==> config.mk <==
export PLATFORM = sky130hd
export DESIGN_NAME = flush_valve_pump_sequencer_flat
export DESIGN_NICKNAME = d
export VERILOG_FILES = /design/src/fvps_pkg.sv /design/src/fvps_in_if.sv /design/src/fvps_out_if.sv /design/src/flush_valve_pump_sequencer.sv /design/src/flat_wrapper.sv
export SDC_FILE = /design/constraint.sdc
export NUM_CORES = 1
export LEC_CHECK = 0
export BUFFER_PORTS_ARGS = -buffer_cell sky130_fd_sc_hd__buf_2
export CORE_MARGIN = 8
export CORE_UTILIZATION = 45
export DETAILED_ROUTE_END_ITERATION = 6
export PLACE_DENSITY = 0.64
export SYNTH_ARGS = -nofsm -noshare
export SYNTH_HDL_FRONTEND = slang
export SYNTH_SLANG_ARGS = --single-unit
==> constraint.sdc <==
create_clock -name clk -period 3.9 [get_ports clk]
set_input_delay 0.78 -clock clk [delete_from_list [all_inputs] [get_ports clk]]
set_output_delay 0.78 -clock clk [all_outputs]
set_load 0.02 [all_outputs]
==> src/fvps_pkg.sv <==
// shared types and constants for the flush valve and pump sequencer
`timescale 1ns / 1ps

package fvps_pkg;

  // sequencer phase codes, codes above clear behave as a clear
  typedef enum logic [3:0] {
    PH_IDLE      = 4'd0,
    PH_SETTLE    = 4'd1,
    PH_CHOOSE    = 4'd2,
    PH_BIG_LEAD  = 4'd3,
    PH_BIG_PUMP  = 4'd4,
    PH_BIG_TAIL  = 4'd5,
    PH_BIG_RINSE = 4'd6,
    PH_SML_LEAD  = 4'd7,
    PH_SML_PUMP  = 4'd8,
    PH_SML_TAIL  = 4'd9,
    PH_END_WAIT  = 4'd10,
    PH_CLEAR     = 4'd11
  } phase_t;

  // configuration register word index (byte address / 4)
  typedef enum logic [2:0] {
    REG_DUAL_MODE   = 3'd0,
    REG_SETTLE      = 3'd1,
    REG_BIG_LEAD    = 3'd2,
    REG_BIG_PUMP    = 3'd3,
    REG_BIG_RINSE   = 3'd4,
    REG_SMALL_LEAD  = 3'd5,
    REG_SMALL_PUMP  = 3'd6
  } reg_idx_t;

  localparam int unsigned ADDR_W  = 5;
  localparam int unsigned DATA_W  = 32;
  localparam int unsigned TICK_W  = 16;

  // reset values of the timing registers
  localparam logic              DUAL_MODE_RST   = 1'b1;
  localparam logic [TICK_W-1:0] SETTLE_RST      = 16'd5;
  localparam logic [TICK_W-1:0] BIG_LEAD_RST    = 16'd10;
  localparam logic [TICK_W-1:0] BIG_PUMP_RST    = 16'd100;
  localparam logic [TICK_W-1:0] BIG_RINSE_RST   = 16'd200;
  localparam logic [TICK_W-1:0] SMALL_LEAD_RST  = 16'd5;
  localparam logic [TICK_W-1:0] SMALL_PUMP_RST  = 16'd100;

endpackage

==> src/fvps_in_if.sv <==
// input channel carrying one tick of presence flags per beat
`timescale 1ns / 1ps

interface fvps_in_if;
  logic valid;
  logic ready;
  logic present_long;
  logic present_short;
  logic user_left;
  logic present_now;

  modport source (output valid, present_long, present_short, user_left, present_now,
                  input ready);
  modport sink   (input valid, present_long, present_short, user_left, present_now,
                  output ready);
endinterface

==> src/fvps_out_if.sv <==
// result channel carrying actuator drives and phase per beat
`timescale 1ns / 1ps

interface fvps_out_if;
  logic       valid;
  logic       ready;
  logic       air_pump;
  logic       main_valve;
  logic       direct_valve;
  logic       busy_res;
  logic [3:0] phase;

  modport source (output valid, air_pump, main_valve, direct_valve, busy_res, phase,
                  input ready);
  modport sink   (input valid, air_pump, main_valve, direct_valve, busy_res, phase,
                  output ready);
endinterface

==> src/flush_valve_pump_sequencer.sv <==
// flush valve and pump sequencer: request latch, timed phase sequencer, apb registers
// path: each accepted tick beat passes the input register, then the result register
// throughput: one tick beat per cycle while the result receiver keeps taking beats, set by the
//   combinational sequencer update between the input register and the result register
// reset: synchronous active-low rst_n returns the sequencer to idle, clears the
//   tick counter, grants and pending departure, and loads the register defaults
`timescale 1ns / 1ps

module flush_valve_pump_sequencer (
  input  logic                           clk,
  input  logic                           rst_n,
  fvps_in_if.sink                        in_ch,
  fvps_out_if.source                     out_ch,
  input  logic                           psel,
  input  logic                           penable,
  input  logic                           pwrite,
  input  logic [fvps_pkg::ADDR_W-1:0]    paddr,
  input  logic [fvps_pkg::DATA_W-1:0]    pwdata,
  output logic [fvps_pkg::DATA_W-1:0]    prdata,
  output logic                           pready
);

  // configuration registers
  logic                          dual_mode_r;
  logic [fvps_pkg::TICK_W-1:0]   settle_r;
  logic [fvps_pkg::TICK_W-1:0]   big_lead_r;
  logic [fvps_pkg::TICK_W-1:0]   big_pump_r;
  logic [fvps_pkg::TICK_W-1:0]   big_rinse_r;
  logic [fvps_pkg::TICK_W-1:0]   small_lead_r;
  logic [fvps_pkg::TICK_W-1:0]   small_pump_r;

  logic                          cfg_wr;
  fvps_pkg::reg_idx_t            cfg_idx;
  logic [fvps_pkg::TICK_W-1:0]   cfg_wdata;

  // input register
  logic in_vld_r;
  logic p_long_r;
  logic p_short_r;
  logic left_r;
  logic now_r;

  // sequencer state
  fvps_pkg::phase_t              phase_r, phase_nxt;
  logic [fvps_pkg::TICK_W-1:0]   tick_cnt_r, tick_cnt_nxt;
  logic                          leave_r, leave_nxt;
  logic                          grant_big_r, grant_big_nxt;
  logic                          grant_sml_r, grant_sml_nxt;
  logic                          busy_r, busy_nxt;

  // result register
  logic out_vld_r;
  logic pump_r, pump_nxt;
  logic mainv_r, mainv_nxt;
  logic direct_r, direct_nxt;

  // combinational helpers
  logic                          advance;
  logic                          req_big;
  logic                          req_sml;
  logic                          leave_seen;
  logic [fvps_pkg::TICK_W-1:0]   cnt_inc;
  logic [fvps_pkg::TICK_W-1:0]   limit;
  logic                          expired;

  // apb decode
  assign pready    = 1'b1;
  assign cfg_wr    = psel & penable & pwrite;
  assign cfg_idx   = fvps_pkg::reg_idx_t'(paddr[4:2]);
  assign cfg_wdata = pwdata[fvps_pkg::TICK_W-1:0];

  // register write
  always_ff @(posedge clk) begin
    if (!rst_n) begin
      dual_mode_r  <= fvps_pkg::DUAL_MODE_RST;
      settle_r     <= fvps_pkg::SETTLE_RST;
      big_lead_r   <= fvps_pkg::BIG_LEAD_RST;
      big_pump_r   <= fvps_pkg::BIG_PUMP_RST;
      big_rinse_r  <= fvps_pkg::BIG_RINSE_RST;
      small_lead_r <= fvps_pkg::SMALL_LEAD_RST;
      small_pump_r <= fvps_pkg::SMALL_PUMP_RST;
    end else if (cfg_wr) begin
      unique case (cfg_idx)
        fvps_pkg::REG_DUAL_MODE:  dual_mode_r  <= cfg_wdata[0];
        fvps_pkg::REG_SETTLE:     settle_r     <= cfg_wdata;
        fvps_pkg::REG_BIG_LEAD:   big_lead_r   <= cfg_wdata;
        fvps_pkg::REG_BIG_PUMP:   big_pump_r   <= cfg_wdata;
        fvps_pkg::REG_BIG_RINSE:  big_rinse_r  <= cfg_wdata;
        fvps_pkg::REG_SMALL_LEAD: small_lead_r <= cfg_wdata;
        fvps_pkg::REG_SMALL_PUMP: small_pump_r <= cfg_wdata;
        default: ;
      endcase
    end
  end

  // register read
  always_comb begin
    prdata = '0;
    unique case (cfg_idx)
      fvps_pkg::REG_DUAL_MODE:  prdata = {{(fvps_pkg::DATA_W-1){1'b0}}, dual_mode_r};
      fvps_pkg::REG_SETTLE:     prdata = {16'd0, settle_r};
      fvps_pkg::REG_BIG_LEAD:   prdata = {16'd0, big_lead_r};
      fvps_pkg::REG_BIG_PUMP:   prdata = {16'd0, big_pump_r};
      fvps_pkg::REG_BIG_RINSE:  prdata = {16'd0, big_rinse_r};
      fvps_pkg::REG_SMALL_LEAD: prdata = {16'd0, small_lead_r};
      fvps_pkg::REG_SMALL_PUMP: prdata = {16'd0, small_pump_r};
      default:                  prdata = '0;
    endcase
  end

  // pipeline flow: the held beat moves on when the result slot is free or drained
  assign advance     = !out_vld_r || out_ch.ready;
  assign in_ch.ready = !in_vld_r || advance;

  // input register
  always_ff @(posedge clk) begin
    if (!rst_n) begin
      in_vld_r <= 1'b0;
    end else if (in_ch.ready) begin
      in_vld_r <= in_ch.valid;
    end
  end

  always_ff @(posedge clk) begin
    if (in_ch.valid && in_ch.ready) begin
      p_long_r  <= in_ch.present_long;
      p_short_r <= in_ch.present_short;
      left_r    <= in_ch.user_left;
      now_r     <= in_ch.present_now;
    end
  end

  // request stage: flush size from presence time, grant on departure when not busy
  always_comb begin
    req_big = dual_mode_r ? p_long_r : p_short_r;
    req_sml = dual_mode_r & ~p_long_r & p_short_r;
    leave_seen    = leave_r | left_r;
    leave_nxt     = leave_seen;
    grant_big_nxt = grant_big_r;
    grant_sml_nxt = grant_sml_r;
    if (leave_seen && !busy_r) begin
      leave_nxt = 1'b0;
      if (req_big) begin
        grant_big_nxt = 1'b1;
      end else if (req_sml) begin
        grant_sml_nxt = 1'b1;
      end
    end
  end

  // limit of the current timed phase
  always_comb begin
    case (phase_r)
      fvps_pkg::PH_SETTLE,
      fvps_pkg::PH_END_WAIT:   limit = settle_r;
      fvps_pkg::PH_BIG_LEAD,
      fvps_pkg::PH_BIG_TAIL:   limit = big_lead_r;
      fvps_pkg::PH_BIG_PUMP:   limit = big_pump_r;
      fvps_pkg::PH_BIG_RINSE:  limit = big_rinse_r;
      fvps_pkg::PH_SML_LEAD,
      fvps_pkg::PH_SML_TAIL:   limit = small_lead_r;
      fvps_pkg::PH_SML_PUMP:   limit = small_pump_r;
      default:                 limit = '0;
    endcase
  end

  assign cnt_inc = tick_cnt_r + 16'd1;
  assign expired = (cnt_inc >= limit);

  // sequencer next state and drives
  always_comb begin
    phase_nxt    = phase_r;
    tick_cnt_nxt = tick_cnt_r;
    busy_nxt     = 1'b1;
    pump_nxt     = 1'b0;
    mainv_nxt    = 1'b0;
    direct_nxt   = 1'b0;
    unique case (phase_r)
      fvps_pkg::PH_IDLE: begin
        busy_nxt = 1'b0;
        if (grant_big_nxt || grant_sml_nxt) begin
          phase_nxt    = fvps_pkg::PH_SETTLE;
          tick_cnt_nxt = '0;
        end
      end
      fvps_pkg::PH_SETTLE: begin
        if (now_r) begin
          phase_nxt    = fvps_pkg::PH_END_WAIT;
          tick_cnt_nxt = '0;
        end else begin
          tick_cnt_nxt = expired ? '0 : cnt_inc;
          if (expired) phase_nxt = fvps_pkg::PH_CHOOSE;
        end
      end
      fvps_pkg::PH_CHOOSE: begin
        if (now_r) begin
          phase_nxt    = fvps_pkg::PH_END_WAIT;
          tick_cnt_nxt = '0;
        end else if (grant_big_nxt) begin
          phase_nxt = fvps_pkg::PH_BIG_LEAD;
        end else if (grant_sml_nxt) begin
          phase_nxt = fvps_pkg::PH_SML_LEAD;
        end
      end
      fvps_pkg::PH_BIG_LEAD: begin
        mainv_nxt    = 1'b1;
        direct_nxt   = 1'b1;
        tick_cnt_nxt = expired ? '0 : cnt_inc;
        if (expired) phase_nxt = fvps_pkg::PH_BIG_PUMP;
      end
      fvps_pkg::PH_BIG_PUMP: begin
        pump_nxt     = 1'b1;
        mainv_nxt    = 1'b1;
        direct_nxt   = 1'b1;
        tick_cnt_nxt = expired ? '0 : cnt_inc;
        if (expired) phase_nxt = fvps_pkg::PH_BIG_TAIL;
      end
      fvps_pkg::PH_BIG_TAIL: begin
        mainv_nxt    = 1'b1;
        direct_nxt   = 1'b1;
        tick_cnt_nxt = expired ? '0 : cnt_inc;
        if (expired) phase_nxt = fvps_pkg::PH_BIG_RINSE;
      end
      fvps_pkg::PH_BIG_RINSE: begin
        direct_nxt   = 1'b1;
        tick_cnt_nxt = expired ? '0 : cnt_inc;
        if (expired) phase_nxt = fvps_pkg::PH_END_WAIT;
      end
      fvps_pkg::PH_SML_LEAD: begin
        mainv_nxt    = 1'b1;
        tick_cnt_nxt = expired ? '0 : cnt_inc;
        if (expired) phase_nxt = fvps_pkg::PH_SML_PUMP;
      end
      fvps_pkg::PH_SML_PUMP: begin
        pump_nxt     = 1'b1;
        mainv_nxt    = 1'b1;
        tick_cnt_nxt = expired ? '0 : cnt_inc;
        if (expired) phase_nxt = fvps_pkg::PH_SML_TAIL;
      end
      fvps_pkg::PH_SML_TAIL: begin
        mainv_nxt    = 1'b1;
        tick_cnt_nxt = expired ? '0 : cnt_inc;
        if (expired) phase_nxt = fvps_pkg::PH_END_WAIT;
      end
      fvps_pkg::PH_END_WAIT: begin
        tick_cnt_nxt = expired ? '0 : cnt_inc;
        if (expired) phase_nxt = fvps_pkg::PH_CLEAR;
      end
      // clear, and any unused code: back to idle with grants dropped
      default: begin
        busy_nxt     = 1'b0;
        phase_nxt    = fvps_pkg::PH_IDLE;
        tick_cnt_nxt = '0;
      end
    endcase
  end

  // state update, one step per beat leaving the input register
  always_ff @(posedge clk) begin
    if (!rst_n) begin
      phase_r     <= fvps_pkg::PH_IDLE;
      tick_cnt_r  <= '0;
      leave_r     <= 1'b0;
      grant_big_r <= 1'b0;
      grant_sml_r <= 1'b0;
      busy_r      <= 1'b0;
    end else if (in_vld_r && advance) begin
      phase_r    <= phase_nxt;
      tick_cnt_r <= tick_cnt_nxt;
      leave_r    <= leave_nxt;
      busy_r     <= busy_nxt;
      if (phase_nxt == fvps_pkg::PH_IDLE && phase_r != fvps_pkg::PH_IDLE) begin
        grant_big_r <= 1'b0;
        grant_sml_r <= 1'b0;
      end else begin
        grant_big_r <= grant_big_nxt;
        grant_sml_r <= grant_sml_nxt;
      end
    end
  end

  // result register
  always_ff @(posedge clk) begin
    if (!rst_n) begin
      out_vld_r <= 1'b0;
    end else if (advance) begin
      out_vld_r <= in_vld_r;
    end
  end

  always_ff @(posedge clk) begin
    if (in_vld_r && advance) begin
      pump_r   <= pump_nxt;
      mainv_r  <= mainv_nxt;
      direct_r <= direct_nxt;
    end
  end

  assign out_ch.valid        = out_vld_r;
  assign out_ch.air_pump     = pump_r;
  assign out_ch.main_valve   = mainv_r;
  assign out_ch.direct_valve = direct_r;
  assign out_ch.busy_res     = busy_r;
  assign out_ch.phase        = phase_r;

endmodule

==> src/flat_wrapper.sv <==
// flat-port wrapper written by rule: the top's interface ports become plain ports
module flush_valve_pump_sequencer_flat 
  (clk, rst_n, psel, penable, pwrite, paddr, pwdata, prdata, pready, in_ch_valid, in_ch_present_long, in_ch_present_short, in_ch_user_left, in_ch_present_now, in_ch_ready, out_ch_valid, out_ch_air_pump, out_ch_main_valve, out_ch_direct_valve, out_ch_busy_res, out_ch_phase, out_ch_ready);
  fvps_in_if in_ch_i ();
  fvps_out_if out_ch_i ();
  input  logic clk;
  input  logic rst_n;
  input  logic psel;
  input  logic penable;
  input  logic pwrite;
  input  logic [fvps_pkg::ADDR_W-1:0] paddr;
  input  logic [fvps_pkg::DATA_W-1:0] pwdata;
  output logic [fvps_pkg::DATA_W-1:0] prdata;
  output logic pready;
  input wire logic [$bits(in_ch_i.valid)-1:0] in_ch_valid;
  input wire logic [$bits(in_ch_i.present_long)-1:0] in_ch_present_long;
  input wire logic [$bits(in_ch_i.present_short)-1:0] in_ch_present_short;
  input wire logic [$bits(in_ch_i.user_left)-1:0] in_ch_user_left;
  input wire logic [$bits(in_ch_i.present_now)-1:0] in_ch_present_now;
  output wire logic [$bits(in_ch_i.ready)-1:0] in_ch_ready;
  output wire logic [$bits(out_ch_i.valid)-1:0] out_ch_valid;
  output wire logic [$bits(out_ch_i.air_pump)-1:0] out_ch_air_pump;
  output wire logic [$bits(out_ch_i.main_valve)-1:0] out_ch_main_valve;
  output wire logic [$bits(out_ch_i.direct_valve)-1:0] out_ch_direct_valve;
  output wire logic [$bits(out_ch_i.busy_res)-1:0] out_ch_busy_res;
  output wire logic [$bits(out_ch_i.phase)-1:0] out_ch_phase;
  input wire logic [$bits(out_ch_i.ready)-1:0] out_ch_ready;
  assign in_ch_i.valid = in_ch_valid;
  assign in_ch_i.present_long = in_ch_present_long;
  assign in_ch_i.present_short = in_ch_present_short;
  assign in_ch_i.user_left = in_ch_user_left;
  assign in_ch_i.present_now = in_ch_present_now;
  assign in_ch_ready = in_ch_i.ready;
  assign out_ch_valid = out_ch_i.valid;
  assign out_ch_air_pump = out_ch_i.air_pump;
  assign out_ch_main_valve = out_ch_i.main_valve;
  assign out_ch_direct_valve = out_ch_i.direct_valve;
  assign out_ch_busy_res = out_ch_i.busy_res;
  assign out_ch_phase = out_ch_i.phase;
  assign out_ch_i.ready = out_ch_ready;
  flush_valve_pump_sequencer u_core (.clk(clk), .rst_n(rst_n), .in_ch(in_ch_i), .out_ch(out_ch_i), .psel(psel), .penable(penable), .pwrite(pwrite), .paddr(paddr), .pwdata(pwdata), .prdata(prdata), .pready(pready));
endmodule
[Yosys cells after proc, flatten, opt, wreduce, memory -nomap -nowiden]
Cells that the tools add are included.
W data, S select, Z words.
Word-level totals
  word-level logic and storage cells: 113
  bits in latches: 0
  register bits after elaboration: 130
  output and inout port bits: 43
  RAM bits: 0
  memories: 0
  input bits: 48
  memory bits (read-only): 0
Cells by class
  equal/unequal tests: 18
  order comparisons: 1
  muxes and demuxes: 34
  add/sub/neg operators: 1
  divide/modulo/power cells: 0
  shifts and indexed selects: 0
  bitwise gates (word level): 6
  multipliers: 0
  reduce and logical (&&, ||, !) cells: 31
Operators with widths (number)
  $pmux W16 S7: 1
  $pmux W16 S6: 1
  $mux W16: 4
  $pmux W16 S4: 1
  $mux W4: 13
  $pmux W4 S10: 1
  $add A16 B1 Y16 const B: 1
  $eq A4 B3 Y1 const B: 4
  $ge A16 B16 Y1: 1
  $reduce_and A2 Y1: 7
  $mux W1: 13
  $eq A4 B4 Y1 const B: 3
  $reduce_or A10 Y1: 1
  $reduce_or A2 Y1: 5
  $eq A3 B3 Y1 const B: 3
  $eq A4 B2 Y1 const B: 2
  $logic_not A4 Y1: 2
  $reduce_or A8 Y1: 1
  $eq A3 B2 Y1 const B: 2
  $reduce_or A6 Y1: 1
  $and A1 B1 Y1: 4
  $eq A4 B1 Y1 const B: 1
  $logic_and A1 B1 Y1: 4
  $ne A2 B1 Y1 const B: 2
  other kinds (9): 13

[Longest topological paths before layout]
  depth after elaboration: 13
  depth in mapped cells: 17
  gate-level depth less buffers: 14

[Least setup slack after synthesis]
No wires, ideal clock.
  path kind: flip-flop to flip-flop
  start point: register u_core.phase_r[3], in the netlist u_core.out_ch.phase[3]
  end point: register u_core.grant_big_r
  path buffers: 3
  period minus slack after synthesis: 3950 ps
  required time: 3775 ps
  setup time: 125 ps
  stages on the path, launching flop included: 17
  data arrival time: 3825 ps
  path slack: -50 ps
  path through: dfxtp_1 -> buf_2 -> nor2b_1 -> nor3b_1 -> clkbuf_1 -> a222oi_1 -> nand2_1 -> a221oi_1 -> ha_1 -> nor2b_1 -> o211a_1 -> o311ai_4 -> nand3_2 -> buf_2 -> a211o_1 -> nor4b_2 -> nor3_1
Between the ends
  cells in the longest elaborated chain, start to end: 10
  elaborated cells on any way between the ends: 35
  those cells by class: order compare: 1; eq/ne: 10; mux: 16; reduce/logical: 8
Ends and longest elaborated chain
  start: declaration: line flush_valve_pump_sequencer.sv:44  | fvps_pkg::phase_t phase_r, phase_nxt;
  start signal: assignment: line flush_valve_pump_sequencer.sv:261  | phase_r <= fvps_pkg::PH_IDLE;
  start signal: assignment: line flush_valve_pump_sequencer.sv:268  | phase_r <= phase_nxt;
  $eq A4 B3 Y1, or another cell as far along: line flush_valve_pump_sequencer.sv:153, flush_valve_pump_sequencer.sv:178
  $reduce_or A2 Y1: line flush_valve_pump_sequencer.sv:153  | case (phase_r)
  $pmux W16 S6: line flush_valve_pump_sequencer.sv:153
  $ge A16 B16 Y1: line flush_valve_pump_sequencer.sv:168  | assign expired = (cnt_inc >= limit);
  $mux W4: line flush_valve_pump_sequencer.sv:192  | if (expired) phase_nxt = fvps_pkg::PH_CHOOSE;
  $mux W4: line flush_valve_pump_sequencer.sv:187  | if (now_r) begin
  $pmux W4 S10: line flush_valve_pump_sequencer.sv:178  | unique case (phase_r)
  $logic_not A4 Y1: line flush_valve_pump_sequencer.sv:272  | if (phase_nxt == fvps_pkg::PH_IDLE && phase_r != fvps_pkg::PH_IDLE) begin
  $logic_and A1 B1 Y1 (*): line flush_valve_pump_sequencer.sv:272
  $mux W1 (*): line flush_valve_pump_sequencer.sv:272
  end signal: assignment: line flush_valve_pump_sequencer.sv:276  | grant_big_r <= grant_big_nxt;
  end: declaration: line flush_valve_pump_sequencer.sv:47  | logic grant_big_r, grant_big_nxt;
Mark *: on every way between the ends. The rest lies on a longest branch, timed or not.
A chain may end at the register's enable or synchronous reset.

[Worst setup path after layout]
Same ends and word-level chain as after synthesis.

==> flow_summary_export.csv <==
group,metric,value,unit
synth,synth_cells,899,
outcome,status,"finished clean",
synth,ys_warn_count,0,
routing,route.detailed.vias_per_inst,5.76,
floorplanning,dieArea,20200,sq um
synth,postSynth.asyncResetShare,0,%
routing,ant_nets,0,
pwr,power.share.sequential,41.3,%
routing,dr.first_iter.drc_count,649,
critical_path,timing.critical_path.required,4210,ps
critical_path,cp_capture_type,"flop",
routing,postRouteWirelength,22300,um
global_routing,global_route.usage.total,22.4,%
pwr,combPwrFrac,13.3,%
pwr,p_sw_share,27.4,%
final_layout,layout-drive-gt1-share,18.1,%
timing,timing.final.crit_share,94.0,%
floorplanning,rows,46,
critical_path,path_class,"flop to flop",
cts,cts_max_level,4,
timing,finalSetupViolCount,0,
pwr,p_switching,0.912,mW
cts,clkSinkCount,130,
synth,synth_enable_flop_cells,7,
cts,clock_tree_from_tritoncts,"built",
timing,finalWorstPathRequiredPeriod,3670,ps
critical_path,timing.critical_path.fanout_max,17,
timing,post-route-worst-setup-slack,234,ps
critical_path,startpoint_type,"flop",
synth,syn_area_per_cell,7.97,sq um
cts,max-clock-path-buffers,2,
placement,gp_congestion,0.869,
global_routing,grt_pass1_vias,6370,
global_routing,global_route_wire_length_before_repair,35300,um
cts,root_buffer_cell,"clkbuf_16",
routing,route.detailed.drc,0,
synth,mapped_cell_area,7160,sq um
floorplanning,die_w,142,um
global_routing,grt_antenna_before_repair,0,
cts,clock_pin_slew_of_the_registers_on_the_worst_case_setup_and_hold_paths,60,ps
critical_path,worst-endpoint-arrival,3970,ps
routing,drt-wirelength-per-cell,18.7,um
floorplanning,height_of_the_die,142,um
final_layout,area_delta_synth_final,18.5,%
final_layout,antennaDiodeCount,0,
cts,cts-buffers-inserted,17,
timing,number_of_pins_exceeding_their_max_slew_limit_in_the_final_report,0,
pwr,power.share.clock,45.3,%
floorplanning,ios,91,
pwr,p_leak,3.25,nW
global_routing,grt_overflow,0,
final_layout,finish.utilization,54.0,%
cts,cts_hold_repair.buffers,0,
timing,max_freq,273,MHz
min_path,hp-class,"flop to flop",
routing,routed-via-count,6888,
job,max-cap-violations,0,
timing,worst-slew-pin-transition,968,ps
placement,dpl_worst_slack,-20.7,ps
pwr,max-vdd-ir-drop,303,uV
timing,skew,9.56,ps
synth,yosys_register_bits,130,
pwr,p_int,2.42,mW
final_layout,final_net_count,1032,
timing,slew_headroom,35.3,%
synth,synthFlopType,"dfxtp_1",
placement,buffer_ports.inserted,55,
synth,proportion_of_synthesized_chip_area_in_sequential_cells,37.3,%
routing,drt_pre_antenna_iters,5,
cts,clk_latency,430,ps
synth,synth_cell_type_count,57,
timing,setup-tns-final,0,ps
placement,detailedPlacementHpwl,14900,um
floorplanning,core_area,15700,sq um
global_routing,grt_start_max_net_pins,51,
pwr,p_per_area,392,nW/um^2
floorplanning,initial_utilization,45.6,%
timing,hold_violations,0,
==> placed cells by master, fill, tap and decap left out, drive strengths merged, types with 3 or more instances in the layout <==
cell type	count
nand2	249
nor3b	4
nor2	39
mux2	11
a21boi	86
nand3b	6
a22oi	17
inv	9
nor3	17
a21oi	32
clkbuf	19
a221oi	31
a32oi	5
a211o	3
a222oi	16
nor4	3
edfxtp	7
buf	109
o21ai	24
dfxtp	123
nand2b	3
nand3	31
ha	17
clkinvlp	4
nor2b	22
and4	4
xnor2	11
conb	17
nand4	3
and3	7
clkinv	4
o211ai	3
xor2	5
mux2i	14
==> logic make-up (layout without fill, tap and decap cells) <==
family	after synthesis	count (layout)	synth area share, %
fa+ha+maj	17	17	2.97
flops	130	130	37.3
other cells	2	17	0.105
simple gates	395	395	24.2
compound gates	232	232	24.1
mux	26	26	4.00
buf+inv	81	146	5.28
xor+xnor	16	16	1.96
==> repair_timing <==
item,4_1_cts,5_1_grt
resized for setup,1,10
buffers inserted,0,4
pin swaps,0,6
endpoints found under the setup margin,2,19
hold endpoints to repair,0,0
==> Yosys cell counts (all sizes together), types with 14 or more instances <==
cell type	n	area, sq um
a21boi	86	646
a21oi	32	160
a221oi	31	278
a222oi	16	160
a22oi	17	128
buf	28	179
clkbuf	47	176
dfxtp	123	2460
ha	17	213
mux2i	14	140
nand2	249	935
nand3	31	160
nor2	39	146
nor2b	22	138
nor3	17	90.1
o21ai	24	120
==> worst max-delay path, cell delays in order (launching register included) <==
cell and delay (ps):
dfxtp_1 340, buf_4 150, nand2b_2 160, nor3_2 40
buf_4 210, a222oi_1 350, nand2_1 150, a221oi_4 280
ha_1 300, a21oi_1 150, o21ai_0 110, a221oi_2 370
buf_4 200, and3_1 140, o211ai_1 130, nor4b_2 370
nor3_1 80
==> flip-flops by register name (all words and copies together) (netlist names), 4 cells and up <==
name / flops
u_core.tick_cnt_r: 16
u_core.big_pump_r: 16
u_core.big_rinse_r: 16
u_core.small_pump_r: 16
u_core.settle_r: 16
u_core.big_lead_r: 16
u_core.out_ch.phase: 4
u_core.small_lead_r: 16
==> metrics by stage <==
stage / total power, mW / area (sq um) / instances / hold slack (ps)
finish: 3.33 / 8490 / 1195 / 468
global route: 3.46 / 8490 / 1195 / 495
CTS: 3.34 / 8410 / 1191 / 477
detailed placement: 1.83 / 7850 / 1160 / 462
global placement: 1.83 / 7850 / 1160 / 452
floorplan: 1.68 / 7220 / 914 / 438
==> layout make-up <==
cell class	instances	area, sq um
multi-input combinational	703	4260
clock inverter	12	108
sequential	130	2680
fill	1485	7230
tap	216	270
timing repair buffer	109	706
clock buffer	19	443
inverter	6	22.5
==> final timing paths <==
| kind | cells after the start | slack (ps) | startpoint | endpoint |
|---|---|---|---|---|
| hold / removal | 2 | 470 | u_core.leave_r | u_core.leave_r |
| setup reg to reg | 16 | 230 | u_core.out_ch.phase[3] | u_core.grant_big_r |
| setup / recovery | 16 | 230 | u_core.out_ch.phase[3] | u_core.grant_big_r |
| hold reg to reg | 2 | 470 | u_core.leave_r | u_core.leave_r |
==> power by group through the flow <==
stage	Combinational, mW	Clock, mW	Sequential (mW)
floorplan	0.271	0	1.41
global placement	0.426	0	1.40
detailed placement	0.428	0	1.40
CTS	0.432	1.53	1.38
global route	0.479	1.60	1.38
finish	0.444	1.51	1.38
==> per-layer routing <==
| layer | track usage, % | share of wire (%) | vias to the layer above |
|---|---|---|---|
| met3 | 4.83 | 6.8 | 38 |
| met1 | 28.9 | 44 | 3246 |
| met2 | 35.6 | 47 | 287 |
| li1 | - | - | 3317 |
| met4 | 8.99 | 1.9 | 0 |
| met5 | 0 | 0 | - |
Note: power is estimated with default switching activity, not from simulation.
